File: config.mk
export PLATFORM = sky130hd
export DESIGN_NAME = tzfs_ctrl
export DESIGN_NICKNAME = d
export VERILOG_FILES = /design/src/rtl/tzfs_pkg.sv /design/src/rtl/tzfs_ctrl.sv
export SDC_FILE = /design/constraint.sdc
export NUM_CORES = 1
export LEC_CHECK = 0
export BUFFER_PORTS_ARGS = -buffer_cell sky130_fd_sc_hd__buf_2
export CAP_MARGIN = 20
export CORE_AREA = 2 2 39 41
export DETAILED_ROUTE_END_ITERATION = 10
export DIE_AREA = 0 0 41 43
export PLACE_DENSITY = 0.46
export REMOVE_ABC_BUFFERS = 1
export SLEW_MARGIN = 20
export SYNTH_ARGS = -nofsm -noshare
export SYNTH_HDL_FRONTEND = slang
export SYNTH_SLANG_ARGS = --single-unit
File: constraint.sdc
create_clock -name clock -period 1.47 [get_ports clock]
set_clock_uncertainty 0.2 [all_clocks]
set_input_delay 0.0735 -clock clock [delete_from_list [all_inputs] [get_ports clock]]
set_output_delay 0.0735 -clock clock [all_outputs]
set_load 0.03 [all_outputs]
File: src/rtl/tzfs_pkg.sv
// Shared constants, codes and word types for the two-zone free page stack unit.
// Used by tzfs_ctrl, tzfs_datapath and two_zone_free_page_stack_unit.
// No dependencies.
package tzfs_pkg;

   // Geometry of the two stacks and of a page
   localparam int LOW_FRAMES   = 4096;
   localparam int HIGH_FRAMES  = 16384;
   localparam int PAGE_SHIFT   = 12;
   localparam int KB_SHIFT     = 10;

   // Field widths
   localparam int FRAME_W      = 20;
   localparam int ADDR_W       = 32;
   localparam int OP_W         = 2;
   localparam int STATUS_W     = 3;
   localparam int LOW_FREE_W   = 13;
   localparam int HIGH_FREE_W  = 15;
   localparam int FIRST_FREE_W = 20;
   localparam int MEM_KB_W     = 22;
   localparam int CSR_IDX_W    = 1;
   localparam int CSR_DATA_W   = 22;

   // Counters hold 0..capacity, indexes 0..capacity-1
   localparam int LOW_CNT_W    = $clog2(LOW_FRAMES + 1);
   localparam int HIGH_CNT_W   = $clog2(HIGH_FRAMES + 1);
   localparam int LOW_IDX_W    = $clog2(LOW_FRAMES);
   localparam int HIGH_IDX_W   = $clog2(HIGH_FRAMES);

   // Low zone ends at the 16 MB boundary
   localparam logic [ADDR_W-1:0] LOW_BOUNDARY = ADDR_W'(64'd16 * 64'd1024 * 64'd1024);
   localparam logic [ADDR_W-1:0] BOUND_FRAMES = LOW_BOUNDARY >> PAGE_SHIFT;

   // Operation codes
   localparam logic [OP_W-1:0] OP_ALLOC = 2'd0;
   localparam logic [OP_W-1:0] OP_FREE  = 2'd1;
   localparam logic [OP_W-1:0] OP_INIT  = 2'd2;

   // Status codes
   localparam logic [STATUS_W-1:0] ST_OK            = 3'd0;
   localparam logic [STATUS_W-1:0] ST_OK_FALLBACK   = 3'd1;
   localparam logic [STATUS_W-1:0] ST_LOW_EXHAUSTED = 3'd2;
   localparam logic [STATUS_W-1:0] ST_OUT_OF_MEMORY = 3'd3;
   localparam logic [STATUS_W-1:0] ST_STACK_FULL    = 3'd4;

   // Configuration register indexes
   localparam logic [CSR_IDX_W-1:0] CSR_FIRST_FREE = 1'd0;
   localparam logic [CSR_IDX_W-1:0] CSR_MEM_SIZE   = 1'd1;

   typedef struct packed {
      logic [OP_W-1:0]   operation;
      logic              zone;
      logic [ADDR_W-1:0] free_addr;
   } req_word_type;

   typedef struct packed {
      logic [ADDR_W-1:0]      alloc_addr;
      logic [STATUS_W-1:0]    status;
      logic [LOW_FREE_W-1:0]  low_free;
      logic [HIGH_FREE_W-1:0] high_free;
   } rsp_word_type;

   // Controller to datapath
   typedef struct packed {
      logic accept;
      logic setup;
      logic load_rsp;
   } ctrl_cmd_type;

   // Datapath to controller
   typedef struct packed {
      logic fill_done;
   } dp_status_type;

endpackage

File: src/rtl/tzfs_ctrl.sv
// Sequencer of the two-zone free page stack unit: accept, init setup and fill, result load.
// Owns the request stall and the result valid register. Depends on tzfs_pkg.
module tzfs_ctrl (
   input  logic                     clock,
   input  logic                     reset,
   input  logic                     req_valid,
   input  logic [tzfs_pkg::OP_W-1:0] req_op,
   output logic                     req_stall,
   output logic                     rsp_valid,
   input  logic                     rsp_stall,
   input  tzfs_pkg::dp_status_type  stat,
   output tzfs_pkg::ctrl_cmd_type   cmd
);

   typedef enum logic [1:0] {
      S_IDLE,
      S_SETUP,
      S_FILL,
      S_FINISH
   } state_type;

   state_type state_ff, state_in;
   logic      rsp_valid_ff, rsp_valid_in;
   logic      slot_free;

   // Output register can take a new word when empty or draining this cycle
   assign slot_free = !rsp_valid_ff || !rsp_stall;
   assign req_stall = (state_ff != S_IDLE);
   assign rsp_valid = rsp_valid_ff;

   // Next state and commands
   always_comb begin
      state_in     = state_ff;
      cmd          = '0;
      rsp_valid_in = rsp_valid_ff && rsp_stall;
      unique case (state_ff)
         S_IDLE: begin
            if (req_valid) begin
               cmd.accept = 1'b1;
               state_in   = (req_op == tzfs_pkg::OP_INIT) ? S_SETUP : S_FINISH;
            end
         end
         S_SETUP: begin
            cmd.setup = 1'b1;
            state_in  = S_FILL;
         end
         S_FILL: begin
            if (stat.fill_done) begin
               state_in = S_FINISH;
            end
         end
         S_FINISH: begin
            if (slot_free) begin
               cmd.load_rsp = 1'b1;
               rsp_valid_in = 1'b1;
               state_in     = S_IDLE;
            end
         end
         default: state_in = S_IDLE;
      endcase
   end

   // Hold state and result valid
   always_ff @(posedge clock) begin
      if (reset) begin
         state_ff     <= S_IDLE;
         rsp_valid_ff <= 1'b0;
      end else begin
         state_ff     <= state_in;
         rsp_valid_ff <= rsp_valid_in;
      end
   end

   // A result word is never overwritten while it waits
   a_no_overwrite: assert property (@(posedge clock) disable iff (reset)
      cmd.load_rsp |-> (!rsp_valid_ff || !rsp_stall))
      else $error("result word overwritten while stalled");

   // Every accepted item ends in exactly one result load before the next accept
   a_finish_loads: assert property (@(posedge clock) disable iff (reset)
      (state_ff == S_FINISH && slot_free) |=> (state_ff == S_IDLE && rsp_valid_ff))
      else $error("finish did not produce a result word");

   // Fill exits only when both stacks are written
   a_fill_exit: assert property (@(posedge clock) disable iff (reset)
      (state_ff == S_FILL && !stat.fill_done) |=> (state_ff == S_FILL))
      else $error("fill left early");

endmodule

### After elaboration in Yosys (flattened, before gate mapping)

Index checks and enable logic that the tools add are counted.

* memory bits (read-only): 0
* word-level logic and storage cells: 28
* memories: 0
* latch bits: 0
* bits of input ports: 7
* RAM bits: 0
* bits in registers: 3

* equal/unequal tests: 7
* $mul: 0
* order comparisons: 0
* reduce and logical (&&, ||, !) cells: 7
* bitwise operators: 0
* shift-type cells: 0
* $add $sub $neg: 0
* muxes and demuxes: 12
* div/mod/pow operators: 0

Operators with widths (number)
* 2-bit two-way mux: 4
* 2-bit one-hot mux with 4 select lines: 1
* 1-bit two-way mux: 7
* 2-bit equality test (second input constant): 3
* 2-bit inequality test (second input constant): 3
* 3-bit AND reduction: 1
* 2-bit by 1-bit equality test with 1-bit output (second input constant): 1
* 1-bit logical NOT: 2
* 2-bit logical NOT: 1
* 2-bit nonzero test: 1
* 1-bit logical AND: 1
* 1-bit logical OR: 1

### Longest topological paths before layout

Gate-level depths: netlist (run 1).

* word-level depth: 4
* gate-level depth with buffers: 5
* mapped depth without buffers: 5

### Least setup slack after synthesis (run 1)

No wires, ideal clock.

* kind: register to output
* start: reg state_ff[1]
* end: out cmd[0] (netlist name)
* buffers on the path: 0
* stages on the path, launching flop included: 3
* slack: -66 ps
* data arrival time: 1263 ps
* path through: dfxtp_1 > ha_1 > a21boi_0

RTL lines
* from (decl): line tzfs_ctrl.sv:22 `state_type state_ff, state_in;`
* from (signal assigned): line tzfs_ctrl.sv:69 `state_ff <= state_in;`
* to (decl): line tzfs_ctrl.sv:12 `output tzfs_pkg::ctrl_cmd_type cmd`

==> flow_summary.json, run 1 <==
{
  "status": "finished clean",
  "cp_max_fo": 3,
  "synth-async-reset-ratio": 0,
  "crit_type": "flip-flop to output port",
  "clk_pin_slew_ns": 0.03,
  "dpl.hpwl_um": 393,
  "grt_max_degree": 5,
  "die_w_um": 41,
  "synth_edf_count": 0,
  "placed_area_um2": 320,
  "io_pins": 12,
  "hold_violations": 0,
  "wl_um": 484,
  "drive_gt1_frac": 0.426,
  "fmax_mhz": 721,
  "syn_inst": 27,
  "portBuffers": 11,
  "start_util": 0.166,
  "tightest_slew_ns": 0.156,
  "synth_top_cells_by_count": "ha_1 (5), inv_1 (4), dfxtp_1 (3), nand2b_1 (3), nor2_1 (3)",
  "synth_most_common_cell": "ha_1",
  "seq_area_frac_synth": 0.261,
  "first_pass_iters": 2,
  "clkSinkCount": 3,
  "dieArea_mm2": 0.00176,
  "antenna_cells": 0,
  "area_growth_syn_to_layout_pct": 75.5,
  "hold_class": "input port to flip-flop",
  "powerDensity_mw_per_mm2": 1780,
  "wl_per_cell_um": 7.68,
  "synth_top_area_frac": 0.272,
  "stdcell_area_um2": 404,
  "yosysWarnings": 0,
  "drtAntennaViolNets": 0,
  "clockBufferDepth": 2,
  "synthDistinctLibCells": 12,
  "syn_area_um2": 230,
  "crit_path_max_incr_delay_ns": 0.33,
  "drc": 0,
  "max-vdd-ir-drop_mv": 0.515,
  "finalSetupViolCount": 0,
  "num_rows": 14,
  "routed_via_density": 3.84,
  "synth_top_area_cell": "ha_1",
  "p_leak_nw": 0.197,
  "drv_cap": 0,
  "fin_crit_sh": 0.944,
  "ys_top_cells_by_area": "ha_1 (27%), dfxtp_1 (26%), nand2b_1 (8.2%)",
  "grt_pass1_wl_um": 738,
  "required_ns": 1.20,
  "crit_path_end_kind": "output port",
  "clk_latency_ns": 0.23,
  "grt_usage": 0.0711,
  "crit_chain": "buf_4 -> ha_4 -> a21boi_2 -> buf_6",
  "worst_setup_path_start_kind": "flip-flop",
  "min_period_ns": 1.39,
  "nNetsFinal": 60,
  "multi_input_area_um2": 174,
  "grt_pass1_vias": 196,
  "root_buffer": "clkbuf_4",
  "fp.dieH_um": 43,
  "arrival_ns": 1.11,
  "avgSynthCellArea_um2": 8.53,
  "overflow": 0,
  "slew_headroom": 0.897,
  "vias": 242,
  "antenna_found_initial": 0,
  "drt_iter0_drc": 1,
  "fp.coreArea_mm2": 0.00138,
  "total_power_mw": 0.718,
  "place_congestion": 0.736,
  "critical-path-slowest-cell": "dfxtp_1",
  "ys_ff_latch": 3,
  "h-tree-depth": 1,
  "ff_latch_area_um2": 60.1,
  "rsz0062_at_grt": "false",
  "synthFlopType": "dfxtp_1",
  "drv_slew": 0,
  "fill_cells": 163,
  "cts_tree": "yes",
  "cts_buffers": 3
}
## what timing repair did
| item | 4_1_cts | 5_1_grt |
|---|---|---|
| endpoints found under the hold margin | 3 | 0 |
| hold buffers | 3 | 0 |
| gates resized for setup | 2 | 7 |
| setup endpoints to repair | 1 | 2 |
| pin swaps | 0 | 0 |
| setup buffers | 0 | 0 |
## layer usage
layer,vias up,global-route usage,wire [um]
met5,-,0,0
met4,0,0.0400,0
met3,0,0.0785,55
met2,10,0.0719,201
met1,101,0.0863,227
li1,131,-,-
## layout make-up
class                      instances  area share
inverter                           4      0.0372
sequential                         3       0.149
multi-input combinational         20       0.430
clock buffer                       4      0.0650
tap                               16      0.0495
timing repair buffer              16       0.269
## per-stage QoR
step	cells	setup TNS [ns]	worst slack [ns]	hold WS, ns	util
6_report	63	0	0.0830	0.0320	0.292
5_1_grt	63	0	0.0227	0.0510	0.292
4_1_cts	63	0	0.0193	0.0271	0.274
3_5_place_dp	56	0	0.112	0.101	0.231
3_3_place_gp	56	0	0.134	0.104	0.231
2_1_floorplan	27	-0.0662	-0.0662	-0.0541	-
## state kept, by name, summed over array words and instances, names as in the netlist
register and count:
state_ff 2, rsp_valid 1
## path summary, 6_finish.rpt
check                   start          end  slack, ns  cells after the start
hold reg to reg   state_ff[0]  state_ff[0]       0.31                      2
hold / removal      req_op[0]  state_ff[1]       0.03                      4
setup / recovery  state_ff[0]       cmd[0]       0.08                      4
setup reg to reg  state_ff[1]  state_ff[1]       0.10                      5
## report_power, final
group	switching, mW	internal, mW
clock	0.0385	0.101
sequential	0.0165	0.111
combinational	0.262	0.189
## cell usage in the layout, fill, tap and decap left out
cell type / n
and2_1: 1
ha_4: 1
a31o_1: 1
buf_6: 1
dfxtp_1: 3
dlygate4sd3_1: 3
clkbuf_4: 4
nor2_1: 3
buf_4: 2
a21boi_2: 1
ha_1: 3
mux2i_1: 1
inv_1: 3
a311o_1: 1
nand2b_1: 3
buf_2: 9
ha_2: 1
inv_2: 1
clkbuf_1: 1
a21oi_1: 2
nand3_1: 2
## critical path: cells and delay by family, from the launching register on
kind	cells	cell delay (ns)
buffers and inverters	2	0.27
DFF	1	0.33
adders and majority gates	1	0.13
AOI/OAI and AO/OA	1	0.15
## kinds of logic (layout without fill, tap and decap cells)
group                      after synthesis  after routing  share of synthesized area
buffers and inverters                    4             24                     0.0652
adders and majority gates                5              5                      0.272
DFF                                      3              3                      0.261
muxes                                    1              1                     0.0435
and+or+nand+nor                          9              9                      0.201
AOI/OAI and AO/OA                        5              5                      0.158
Note: power is estimated with default switching activity, not from simulation.
==> run 2: changes to the inputs <==
BUFFER_PORTS_ARGS = default   (was -buffer_cell sky130_fd_sc_hd__buf_2)
DONT_BUFFER_PORTS = 1   (was default)
PLACE_DENSITY = 0.38   (was 0.46)
==> flow_summary.json, run 2 (synthesis gave the netlist of run 1 again) <==
{
  "routed_via_density": 3.86,
  "grt_pass1_wl_um": 690,
  "fmax_mhz": 723,
  "area_growth_syn_to_layout_pct": 67.9,
  "wl_per_cell_um": 8.98,
  "multi_input_area_um2": 180,
  "grt_max_degree": 5,
  "drv_cap": 0,
  "clockBufferDepth": 2,
  "required_ns": 1.20,
  "clk_latency_ns": 0.23,
  "fin_setup_tns_ns": 0,
  "start_util": 0.166,
  "cts_buffers": 3,
  "hold_violations": 0,
  "drv_slew": 0,
  "setup_ws_ns": 0.0862,
  "grt_pass1_vias": 193,
  "fin_crit_sh": 0.941,
  "wl_um": 503,
  "hold_class": "input port to flip-flop",
  "arrival_ns": 1.11,
  "drt_iter0_drc": 5,
  "p_leak_nw": 0.172,
  "max-vdd-ir-drop_mv": 0.511,
  "portBuffers": 0,
  "rsz0062_at_grt": "false",
  "clk_pin_slew_ns": 0.04,
  "fp.coreArea_mm2": 0.00138,
  "cp_max_fo": 3,
  "drive_gt1_frac": 0.275,
  "place_congestion": 0.599,
  "first_pass_iters": 3,
  "layout_common_cells": "dlygate4sd3_1 (5), inv_1 (4), ha_1 (4)",
  "io_pins": 12,
  "tightest_slew_ns": 0.305,
  "whs_ns": 0.00185,
  "overflow": 0,
  "final_common_cell": "dlygate4sd3_1",
  "grt_usage": 0.0601,
  "status": "finished clean",
  "clkSinkCount": 3,
  "finalSetupViolCount": 0,
  "nNetsFinal": 53,
  "crit_type": "flip-flop to output port",
  "h-tree-depth": 1,
  "antenna_cells": 0,
  "root_buffer": "clkbuf_4",
  "dieArea_mm2": 0.00176,
  "drc": 0,
  "antenna_found_initial": 0,
  "top_register": "state_ff",
  "min_period_ns": 1.38,
  "worst_setup_path_start_kind": "flip-flop",
  "cts_setup_buffers": 0,
  "largest_reg_flops": 2,
  "slew_headroom": 0.797,
  "cts_tree": "yes",
  "dpl_worst_slack_ns": 0.119,
  "powerDensity_mw_per_mm2": 1790,
  "fill_cells": 147,
  "num_rows": 14,
  "drtAntennaViolNets": 0,
  "crit_path_end_kind": "output port",
  "fp.dieH_um": 43,
  "ff_latch_area_um2": 61.3,
  "vias": 216,
  "die_w_um": 41
}
[run 2: metrics by stage]
step                      utilization  power [mW]  area (um2)  cells
after floorplan                     -       0.419         230     27
after global placement          0.203       0.504         280     47
after detailed placement        0.203       0.505         280     47
after CTS                       0.259       0.672         359     56
after global routing            0.279       0.751         387     56
final                           0.279       0.693         387     56
[run 2: timing repair]
| item | in CTS | in global routing |
|---|---|---|
| pin swaps | 0 | 0 |
| resized for setup | 2 | 6 |
| endpoints found under the hold margin | 3 | 0 |
| hold buffers | 5 | 0 |
| setup endpoints to repair | 1 | 2 |
[run 2: worst max-delay path, stage by stage, from the launching register on]
cell and delay, ns:
dfxtp_1 0.32, buf_4 0.13, ha_4 0.13, a21boi_4 0.17, buf_6 0.14
[run 2: layer usage]
| metal | part of all wire | GRT usage | vias to the layer above | routed length [um] |
|---|---|---|---|---|
| met1 | 0.49 | 0.0639 | 94 | 246 |
| met4 | 0 | 0.0600 | 0 | 0 |
| met5 | 0 | 0 | - | 0 |
| li1 | - | - | 116 | - |
| met3 | 0.030 | 0.0157 | 0 | 15 |
| met2 | 0.48 | 0.0875 | 6 | 241 |
[run 2: cell type report]
class,count,share of cell area
Multi-Input combinational cell,20,0.466
Timing Repair Buffer,9,0.217
Sequential cell,3,0.159
Clock buffer,4,0.0680
Tap cell,16,0.0518
Inverter,4,0.0388
[run 2: worst paths after layout]
kind                from           to  slack (ns)  cells past startpoint
max          state_ff[1]       cmd[0]        0.09                      4
min                 stat  state_ff[0]       0.002                      3
max reg2reg  state_ff[0]  state_ff[1]        0.13                      5
min reg2reg    rsp_valid    rsp_valid        0.32                      2
[run 2: report_power, final]
part	switching [mW]	internal, mW
Sequential	0.0140	0.113
Clock	0.0412	0.102
Combinational	0.253	0.170
